$ cat src/rtl/les_pkg.sv
// ----------------------------------------------------------------------------
// les_pkg
// Types and codes shared by the lenticular eye segmenter modules.
// ----------------------------------------------------------------------------
`default_nettype none

package les_pkg;

    localparam int CNT_W   = 13;
    localparam int ANGLE_W = 16;
    localparam int CFG_IDX_W = 2;

    // configuration register indexes
    localparam logic [CFG_IDX_W-1:0] CFG_LEFT_EYE  = 2'd0;
    localparam logic [CFG_IDX_W-1:0] CFG_RIGHT_EYE = 2'd1;

    // eye codes
    localparam logic EYE_LEFT  = 1'b0;
    localparam logic EYE_RIGHT = 1'b1;

    typedef enum logic [1:0] {
        ITEM_EYE = 2'd0,
        ITEM_LEN = 2'd1,
        ITEM_END = 2'd2
    } t_item_type;

    typedef struct packed {
        logic signed [ANGLE_W-1:0] exit_angle;
        logic                      angle_unknown;
        logic                      line_end;
    } t_pix;

    typedef struct packed {
        t_item_type       item_type;
        logic [CNT_W-1:0] item_value;
        logic             run_last;
    } t_res;

    // saturating clamp of a grown count sum
    function automatic logic [CNT_W-1:0] sat_cnt(input logic [CNT_W:0] s,
                                                 input logic [CNT_W-1:0] cap);
        logic [CNT_W-1:0] r;
        r = (s > {1'b0, cap}) ? cap : s[CNT_W-1:0];
        return r;
    endfunction

endpackage

`default_nettype wire

$ cat src/rtl/les_if.sv
// ----------------------------------------------------------------------------
// les_if
// Channel interfaces: pixel input, segment output and configuration write.
// ----------------------------------------------------------------------------
`default_nettype none

interface les_pix_if;
    logic        valid;
    logic        ready;
    logic signed [15:0] exit_angle;
    logic        angle_unknown;
    logic        line_end;

    modport source (output valid, exit_angle, angle_unknown, line_end, input ready);
    modport sink   (input valid, exit_angle, angle_unknown, line_end, output ready);
endinterface

interface les_seg_if;
    logic        valid;
    logic        ready;
    logic [1:0]  item_type;
    logic [12:0] item_value;
    logic        run_last;

    modport source (output valid, item_type, item_value, run_last, input ready);
    modport sink   (input valid, item_type, item_value, run_last, output ready);
endinterface

interface les_cfg_if;
    logic        valid;
    logic        ready;
    logic [1:0]  index;
    logic [15:0] data;

    modport source (output valid, index, data, input ready);
    modport sink   (input valid, index, data, output ready);
endinterface

`default_nettype wire

$ cat src/rtl/les_core.sv
// ----------------------------------------------------------------------------
// les_core
// Per-line segment state and the eye decision for one registered pixel.
// ----------------------------------------------------------------------------
`default_nettype none

module les_core #(
    parameter int MAX_LINE_WIDTH = 4096
) (
    input  wire                    i_clk,
    input  wire                    i_rst_n,
    input  wire                    i_adv,
    input  wire les_pkg::t_pix     i_pix,
    input  wire signed [15:0]      i_left,
    input  wire signed [15:0]      i_right,
    output logic [1:0]             o_nres,
    output les_pkg::t_res          o_res0,
    output les_pkg::t_res          o_res1
);

    localparam int CAP_INT = (MAX_LINE_WIDTH < 8191) ? MAX_LINE_WIDTH : 8191;
    localparam logic [les_pkg::CNT_W-1:0] LEN_CAP = les_pkg::CNT_W'(CAP_INT);

    logic                        r_seen, n_seen;
    logic                        r_eye, n_eye;
    logic [les_pkg::CNT_W-1:0]   r_known, n_known;
    logic [les_pkg::CNT_W-1:0]   r_unk, n_unk;

    logic signed [16:0]          w_dl, w_dr;
    logic [16:0]                 w_abs_l, w_abs_r;
    logic                        w_eye;
    logic [les_pkg::CNT_W-1:0]   w_half;

    assign w_dl    = {i_pix.exit_angle[15], i_pix.exit_angle} - {i_left[15], i_left};
    assign w_dr    = {i_pix.exit_angle[15], i_pix.exit_angle} - {i_right[15], i_right};
    assign w_abs_l = w_dl[16] ? 17'(-w_dl) : 17'(w_dl);
    assign w_abs_r = w_dr[16] ? 17'(-w_dr) : 17'(w_dr);
    // tie goes right
    assign w_eye   = (w_abs_l < w_abs_r) ? les_pkg::EYE_LEFT : les_pkg::EYE_RIGHT;
    assign w_half  = {1'b0, r_unk[les_pkg::CNT_W-1:1]};

    always_comb begin
        n_seen  = r_seen;
        n_eye   = r_eye;
        n_known = r_known;
        n_unk   = r_unk;
        o_nres  = 2'd0;
        o_res0  = '{item_type: les_pkg::ITEM_EYE, item_value: '0, run_last: 1'b0};
        o_res1  = '{item_type: les_pkg::ITEM_END, item_value: '0, run_last: 1'b1};

        if (i_pix.angle_unknown) begin
            // leading unknowns count into the first segment
            if (!r_seen) begin
                n_known = les_pkg::sat_cnt({1'b0, r_known} + 14'd1, LEN_CAP);
            end else begin
                n_unk = les_pkg::sat_cnt({1'b0, r_unk} + 14'd1, LEN_CAP);
            end
        end else if (!r_seen) begin
            n_seen  = 1'b1;
            n_eye   = w_eye;
            n_known = les_pkg::sat_cnt({1'b0, r_known} + 14'd1, LEN_CAP);
            o_res0  = '{item_type: les_pkg::ITEM_EYE,
                        item_value: les_pkg::CNT_W'(w_eye),
                        run_last: !i_pix.line_end};
            o_nres  = 2'd1;
        end else if (w_eye != r_eye) begin
            // split the unknown run; the flipping pixel opens the new segment
            o_res0  = '{item_type: les_pkg::ITEM_LEN,
                        item_value: les_pkg::sat_cnt({1'b0, r_known} + {1'b0, w_half},
                                                     LEN_CAP),
                        run_last: !i_pix.line_end};
            o_nres  = 2'd1;
            n_known = les_pkg::sat_cnt({1'b0, w_half} + 14'(r_unk[0]) + 14'd1, LEN_CAP);
            n_unk   = '0;
            n_eye   = w_eye;
        end else begin
            n_known = les_pkg::sat_cnt({1'b0, r_known} + 14'd1, LEN_CAP);
        end

        if (i_pix.line_end) begin
            if (o_nres == 2'd1) begin
                o_nres = 2'd2;
            end else begin
                o_res0 = '{item_type: les_pkg::ITEM_END, item_value: '0, run_last: 1'b1};
                o_nres = 2'd1;
            end
            n_seen  = 1'b0;
            n_eye   = les_pkg::EYE_LEFT;
            n_known = '0;
            n_unk   = '0;
        end
    end

    always_ff @(posedge i_clk) begin
        if (!i_rst_n) begin
            r_seen  <= 1'b0;
            r_eye   <= les_pkg::EYE_LEFT;
            r_known <= '0;
            r_unk   <= '0;
        end else if (i_adv) begin
            r_seen  <= n_seen;
            r_eye   <= n_eye;
            r_known <= n_known;
            r_unk   <= n_unk;
        end
    end

endmodule

`default_nettype wire

$ cat src/rtl/les_oq.sv
// ----------------------------------------------------------------------------
// les_oq
// Two-entry result queue: takes up to two results, hands out one per beat.
// ----------------------------------------------------------------------------
`default_nettype none

module les_oq (
    input  wire                  i_clk,
    input  wire                  i_rst_n,
    input  wire  [1:0]           i_push_n,
    input  wire les_pkg::t_res   i_res0,
    input  wire les_pkg::t_res   i_res1,
    input  wire                  i_pop,
    output les_pkg::t_res        o_head,
    output logic [1:0]           o_count
);

    les_pkg::t_res r_ent [2];
    les_pkg::t_res n_ent [2];
    logic [1:0]    r_cnt, n_cnt;
    logic [1:0]    w_base;

    always_comb begin
        n_ent[0] = i_pop ? r_ent[1] : r_ent[0];
        n_ent[1] = r_ent[1];
        w_base   = r_cnt - 2'(i_pop);
        // caller pushes two only into an empty queue
        if (i_push_n != 2'd0) begin
            n_ent[w_base[0]] = i_res0;
        end
        if (i_push_n == 2'd2) begin
            n_ent[1] = i_res1;
        end
        n_cnt = w_base + i_push_n;
    end

    always_ff @(posedge i_clk) begin
        if (!i_rst_n) begin
            r_cnt <= '0;
        end else begin
            r_cnt <= n_cnt;
        end
        r_ent[0] <= n_ent[0];
        r_ent[1] <= n_ent[1];
    end

    assign o_head  = r_ent[0];
    assign o_count = r_cnt;

endmodule

`default_nettype wire

$ cat src/rtl/lenticular_eye_segmenter.sv
// Path: a pixel beat is registered in the input stage, its results in the result queue.
// Throughput: one pixel per cycle while the queue has room. Queue room is judged
// before the cycle's output beat leaves, so a pixel with two results waits for an
// empty queue and the next pixel with a result waits while both are queued, even
// with the output always ready.
// Reset (synchronous, active low) clears eye angles, line state and queue.
// ----------------------------------------------------------------------------
// lenticular_eye_segmenter
// Assigns pixels of a display line to the nearer eye and emits segments.
// ----------------------------------------------------------------------------
`default_nettype none

module lenticular_eye_segmenter #(
    parameter int MAX_LINE_WIDTH = 4096
) (
    input  wire          i_clk,
    input  wire          i_rst_n,
    les_pix_if.sink      i_pix,
    les_cfg_if.sink      i_cfg,
    les_seg_if.source    o_seg
);

    logic signed [15:0] r_left, r_right;
    logic               r_in_vld;
    les_pkg::t_pix      r_in;

    logic [1:0]         w_nres;
    les_pkg::t_res      w_res0, w_res1, w_head;
    logic [1:0]         w_count;
    logic               w_adv;
    logic [1:0]         w_push_n;
    logic               w_pop;

    // configuration
    assign i_cfg.ready = 1'b1;

    always_ff @(posedge i_clk) begin
        if (!i_rst_n) begin
            r_left  <= '0;
            r_right <= '0;
        end else if (i_cfg.valid) begin
            case (i_cfg.index)
                les_pkg::CFG_LEFT_EYE:  r_left  <= i_cfg.data;
                les_pkg::CFG_RIGHT_EYE: r_right <= i_cfg.data;
                default: ;
            endcase
        end
    end

    // input stage moves on when the queue has room for all its results
    assign w_adv       = r_in_vld && (w_nres <= (2'd2 - w_count));
    assign w_push_n    = w_adv ? w_nres : 2'd0;
    assign i_pix.ready = !r_in_vld || w_adv;

    always_ff @(posedge i_clk) begin
        if (!i_rst_n) begin
            r_in_vld <= 1'b0;
        end else if (i_pix.valid && i_pix.ready) begin
            r_in_vld <= 1'b1;
        end else if (w_adv) begin
            r_in_vld <= 1'b0;
        end
        if (i_pix.valid && i_pix.ready) begin
            r_in <= '{exit_angle: i_pix.exit_angle,
                      angle_unknown: i_pix.angle_unknown,
                      line_end: i_pix.line_end};
        end
    end

    les_core #(
        .MAX_LINE_WIDTH(MAX_LINE_WIDTH)
    ) u_core (
        .i_clk   (i_clk),
        .i_rst_n (i_rst_n),
        .i_adv   (w_adv),
        .i_pix   (r_in),
        .i_left  (r_left),
        .i_right (r_right),
        .o_nres  (w_nres),
        .o_res0  (w_res0),
        .o_res1  (w_res1)
    );

    les_oq u_oq (
        .i_clk    (i_clk),
        .i_rst_n  (i_rst_n),
        .i_push_n (w_push_n),
        .i_res0   (w_res0),
        .i_res1   (w_res1),
        .i_pop    (w_pop),
        .o_head   (w_head),
        .o_count  (w_count)
    );

    assign w_pop            = o_seg.valid && o_seg.ready;
    assign o_seg.valid      = (w_count != 2'd0);
    assign o_seg.item_type  = w_head.item_type;
    assign o_seg.item_value = w_head.item_value;
    assign o_seg.run_last   = w_head.run_last;

    a_two_into_empty: assert property (@(posedge i_clk) disable iff (!i_rst_n)
        (w_push_n == 2'd2) |-> (w_count == 2'd0))
        else $error("two results pushed into a non-empty queue");

    a_hold_stalled: assert property (@(posedge i_clk) disable iff (!i_rst_n)
        (r_in_vld && !w_adv) |=> (r_in_vld && $stable(r_in)))
        else $error("stalled pixel lost or changed");

    a_count_track: assert property (@(posedge i_clk) disable iff (!i_rst_n)
        1'b1 |=> (w_count == ($past(w_count) + $past(w_push_n) - 2'($past(w_pop)))))
        else $error("queue count out of step with push and pop");

    a_count_bound: assert property (@(posedge i_clk) disable iff (!i_rst_n)
        w_adv |=> (w_count != 2'd3))
        else $error("result queue overflow");

endmodule

`default_nettype wire

$ cat src/flat_wrapper.sv
// flat-port wrapper written by rule: the top's interface ports become plain ports
module lenticular_eye_segmenter_flat 
#(
    parameter int MAX_LINE_WIDTH = 4096
)
  (i_clk, i_rst_n, i_pix_valid, i_pix_exit_angle, i_pix_angle_unknown, i_pix_line_end, i_pix_ready, i_cfg_valid, i_cfg_index, i_cfg_data, i_cfg_ready, o_seg_valid, o_seg_item_type, o_seg_item_value, o_seg_run_last, o_seg_ready);
  les_pix_if i_pix_i ();
  les_cfg_if i_cfg_i ();
  les_seg_if o_seg_i ();
  input  wire i_clk;
  input  wire i_rst_n;
  input wire logic [$bits(i_pix_i.valid)-1:0] i_pix_valid;
  input wire logic [$bits(i_pix_i.exit_angle)-1:0] i_pix_exit_angle;
  input wire logic [$bits(i_pix_i.angle_unknown)-1:0] i_pix_angle_unknown;
  input wire logic [$bits(i_pix_i.line_end)-1:0] i_pix_line_end;
  output wire logic [$bits(i_pix_i.ready)-1:0] i_pix_ready;
  input wire logic [$bits(i_cfg_i.valid)-1:0] i_cfg_valid;
  input wire logic [$bits(i_cfg_i.index)-1:0] i_cfg_index;
  input wire logic [$bits(i_cfg_i.data)-1:0] i_cfg_data;
  output wire logic [$bits(i_cfg_i.ready)-1:0] i_cfg_ready;
  output wire logic [$bits(o_seg_i.valid)-1:0] o_seg_valid;
  output wire logic [$bits(o_seg_i.item_type)-1:0] o_seg_item_type;
  output wire logic [$bits(o_seg_i.item_value)-1:0] o_seg_item_value;
  output wire logic [$bits(o_seg_i.run_last)-1:0] o_seg_run_last;
  input wire logic [$bits(o_seg_i.ready)-1:0] o_seg_ready;
  assign i_pix_i.valid = i_pix_valid;
  assign i_pix_i.exit_angle = i_pix_exit_angle;
  assign i_pix_i.angle_unknown = i_pix_angle_unknown;
  assign i_pix_i.line_end = i_pix_line_end;
  assign i_pix_ready = i_pix_i.ready;
  assign i_cfg_i.valid = i_cfg_valid;
  assign i_cfg_i.index = i_cfg_index;
  assign i_cfg_i.data = i_cfg_data;
  assign i_cfg_ready = i_cfg_i.ready;
  assign o_seg_valid = o_seg_i.valid;
  assign o_seg_item_type = o_seg_i.item_type;
  assign o_seg_item_value = o_seg_i.item_value;
  assign o_seg_run_last = o_seg_i.run_last;
  assign o_seg_i.ready = o_seg_ready;
  lenticular_eye_segmenter #(.MAX_LINE_WIDTH(MAX_LINE_WIDTH)) u_core (.i_clk(i_clk), .i_rst_n(i_rst_n), .i_pix(i_pix_i), .i_cfg(i_cfg_i), .o_seg(o_seg_i));
endmodule
$ cat config.mk
export PLATFORM = sky130hd
export DESIGN_NAME = lenticular_eye_segmenter_flat
export DESIGN_NICKNAME = d
export VERILOG_FILES = /design/src/rtl/les_pkg.sv /design/src/rtl/les_if.sv /design/src/rtl/les_core.sv /design/src/rtl/les_oq.sv /design/src/rtl/lenticular_eye_segmenter.sv /design/src/flat_wrapper.sv
export SDC_FILE = /design/constraint.sdc
export NUM_CORES = 1
export LEC_CHECK = 0
export ABC_AREA = 1
export BUFFER_PORTS_ARGS = -buffer_cell sky130_fd_sc_hd__clkbuf_2
export CORE_AREA = 5 5 157 144
export CTS_CLUSTER_SIZE = 28
export DETAILED_ROUTE_END_ITERATION = 8
export DIE_AREA = 0 0 162 149
export GPL_TIMING_DRIVEN = 0
export PLACE_DENSITY = 0.66
export SLEW_MARGIN = 20
export SYNTH_ARGS = -nofsm -noshare
export SYNTH_HDL_FRONTEND = slang
export SYNTH_HIERARCHICAL = 1
export SYNTH_SLANG_ARGS = --single-unit
$ cat constraint.sdc
create_clock -name i_clk -period 8.1 [get_ports i_clk]
set_input_delay 0.405 -clock i_clk [delete_from_list [all_inputs] [get_ports i_clk]]
set_output_delay 0.405 -clock i_clk [all_outputs]
set_load 0.01 [all_outputs]
==> qor.csv <==
stage,metric,value,unit
run_status,status,"complete, no violations",
pwr,peak supply drop,0.000166,V
floorplanning,Starting Density,0.491,
worst_setup_path,kind of critical path,reg -> reg,
floorplanning,# IOs,60,
cells_and_area,Layout Area Growth over Synthesis,12.2,%
worst_setup_path,"slowest stage delay, CP",0.46,ns
worst_setup_path,slowest CP cell,fa_1,
placement,Placed Area,10800,µm²
synthesis,commonest cells in the netlist,"nand2_1, inv_1, nor2_1",
placement,input/output buffers,58,
floorplanning,Die H,149,µm
drt,drt pass-1 iters,5,
cts,TritonCTS clock tree,built,
drt,"antenna viol nets, final",0,
timing,clk_skew,0.0114,ns
synthesis,main area contributors after synthesis,"dfxtp_1, nand2_1, edfxtp_1, inv_1, ha_1",
synthesis,Synth area leader,dfxtp_1,
worst_setup_path,"Max FO, Critical Path",16,
floorplanning,die area,24100,µm²
drt,wire length per cell,13.5,µm
timing,period utilization,0.821,
synthesis,Synth warnings,6,
worst_setup_path,Worst EP arrival,6.67,ns
synthesis,sequential share of the synthesized area,0.257,
placement,GP Congestion,0.907,
timing,Tmin final,6.65,ns
timing,hold_ws,0.158,ns
cts,Post-CTS Repair Setup Buffers,0,
synthesis,ys async rst share,0,
cells_and_area,layout cell share with drive strength beyond 1,0.107,
worst_setup_path,worst endpoint required time,8.13,ns
worst_setup_path,CP startpoint kind,flip-flop,
worst_setup_path,"Top cell by count, worst path",nand2_1,
cells_and_area,Antenna diodes,0,
placement,hpwl dp,21.6,mm
global_route,first-pass GRT wire length,43.7,mm
cells_and_area,Fillers,2104,
cts,Num CTS Buffers,17,
cts,H-tree depth,4,
timing,final hold vios,0,
timing,RSZ-0062 raised after global routing,false,
synthesis,"Primary FF master, synth",dfxtp_1,
global_route,Total GRT Usage,0.221,
floorplanning,Placement Rows,50,
drt,WL final,26.5,mm
pwr,Total Power,2.74,mW
synthesis,synthesized cell area,10100,µm²
global_route,largest net degree at the start of global routing,19,
cts,Max Root-Sink Buffers,2,
worst_setup_path,count of buffer and inverter cells on the critical path,8,
synthesis,Synth Area per Inst,6.36,µm²
pwr,power per cell area,241,nW/µm²
timing,Max Fclk,150,MHz
synthesis,"flops & latches, synth",113,
synthesis,most frequent cell after synthesis,nand2_1,
synthesis,Post-synth EDFFs,34,
cts,clk_lat worst skew,0.42,ns
global_route,initial antenna violation count,0,
worst_setup_path,critical path endpoint category,flip-flop,
drt,vias post-DR,9966,
cells_and_area,fin area,11400,µm²
floorplanning,Core Area,20600,µm²
cells_and_area,nets,1801,
synthesis,Synth Instances,1594,
global_route,vias in the first global route,9065,
synthesis,Synth top area share,0.156,
timing,Slew Limit Headroom,0.487,
timing,worst-margin pin slew,0.768,ns
timing,"Slew Viols, Final",0,
pwr,Leak,5.53,nW
worst_setup_path,"CP delay by family, top",simple AND/OR/NAND/NOR gates,
synthesis,Synth cell types,47,
drt,initial detailed-routing violation count,713,
global_route,gr ovfl total,0,
timing,Setup TNS,0,ns
timing,Final setup viols,0,
drt,vias per cell,5.09,
cts,"Clk pin slew, worst setup/hold paths",0.06,ns
drt,DRC viols,0,
cts,cts hold-fix bufs,0,
cts,root buf cell,clkbuf_16,
floorplanning,chip width,162,µm
min_path,Min-Delay Path Class,in -> reg,
cts,post-cts sizing count,0,
cts,CTS Sinks,113,
job,max_cap viols,0,
[per-stage QoR]
step / cells / worst slack [ns] / utilization
finish: 1958 / 1.45 / 0.551
global route: 1958 / 0.873 / 0.551
CTS: 1958 / 1.52 / 0.551
detailed placement: 1926 / 1.58 / 0.524
global placement: 1926 / 1.71 / 0.524
floorplan: 1608 / 2.64 / -
[path summary, 6_finish.rpt]
kind,startpoint,endpoint,slack [ns],cells past startpoint
setup / recovery,u_core/r_in[3],u_core/u_oq/r_ent[0][29],1.45,37
hold / removal,i_pix_exit_angle[0],u_core/r_in[2],0.16,1
setup reg to reg,u_core/r_in[3],u_core/u_oq/r_ent[0][29],1.45,37
hold reg to reg,u_core/r_left[12],u_core/r_left[12],0.48,2
[layout make-up]
type                       instances  area, µm²  area share
clock buffer                      18        450      0.0396
tap                              260        325      0.0286
sequential                       113       2600       0.229
clock inverter                    14        116      0.0102
buffer                            64        447      0.0393
timing repair buffer              58        290      0.0255
inverter                         248        931      0.0818
multi-input combinational       1183       6220       0.546
[power by group]
part           total (mW)  internal [mW]  leakage, nW  switching [mW]
registers           0.727          0.672        0.971          0.0550
logic                1.29          0.471         4.27           0.817
clock network       0.727          0.419        0.282           0.308
total                2.74           1.56         5.53            1.18
[worst register-to-register path: cells and delay by family (launching register included)]
| kind | cells | cell delay [ns] |
|---|---|---|
| compound gates | 1 | 0.31 |
| fa+ha+maj | 4 | 1.27 |
| buf+inv | 8 | 0.83 |
| simple gates | 22 | 2.86 |
| xor+xnor | 2 | 0.53 |
| flops | 1 | 0.45 |
[metal layers]
metal	track usage	wire length, µm	vias to the layer above
li1	-	-	5234
met1	0.336	14000	4414
met2	0.328	10600	298
met3	0.0384	1580	20
met4	0.0414	263	0
met5	0	0	-
[cells by family (layout without fill, tap and decap cells)]
| family | after synthesis | after routing | synth area share |
|---|---|---|---|
| fa+ha+maj | 75 | 75 | 0.0947 |
| xor+xnor | 58 | 58 | 0.0538 |
| flops | 113 | 113 | 0.257 |
| buf+inv | 312 | 402 | 0.136 |
| other cells | 3 | 17 | 0.00111 |
| simple gates | 810 | 810 | 0.339 |
| compound gates | 222 | 222 | 0.118 |
| mux | 1 | 1 | 0.000987 |
[cells in the final DEF (no fill, tap or decap), types with 4 or more instances in the layout]
cell type and instances:
nand3b_1 10, a21oi_1 83, nand2_2 8, nor3_1 7, edfxtp_1 34, nand4_1 31, buf_4 35, o21a_1 4
nand3_1 132, o21bai_1 4, nand2_1 401, conb_1 17, o21ai_0 115, clkbuf_1 9, xor2_1 41, nor2_2 6
buf_2 8, clkbuf_2 59, xnor2_1 12, inv_6 6, clkbuf_16 18, ha_1 72, dfxtp_1 79, buf_6 8
inv_1 245, nor2_1 201
[sequential cells by signal (all words and copies together), names as in the netlist]
name,cells
u_core/r_in,18
u_core/r_in_vld,1
u_core/r_left,16
u_core/r_right,16
u_core/u_core/r_eye,1
u_core/u_core/r_known,13
u_core/u_core/r_seen,1
u_core/u_core/r_unk,13
u_core/u_oq/o_count,2
u_core/u_oq/r_ent,32
Power figures use the tool's default switching activity.
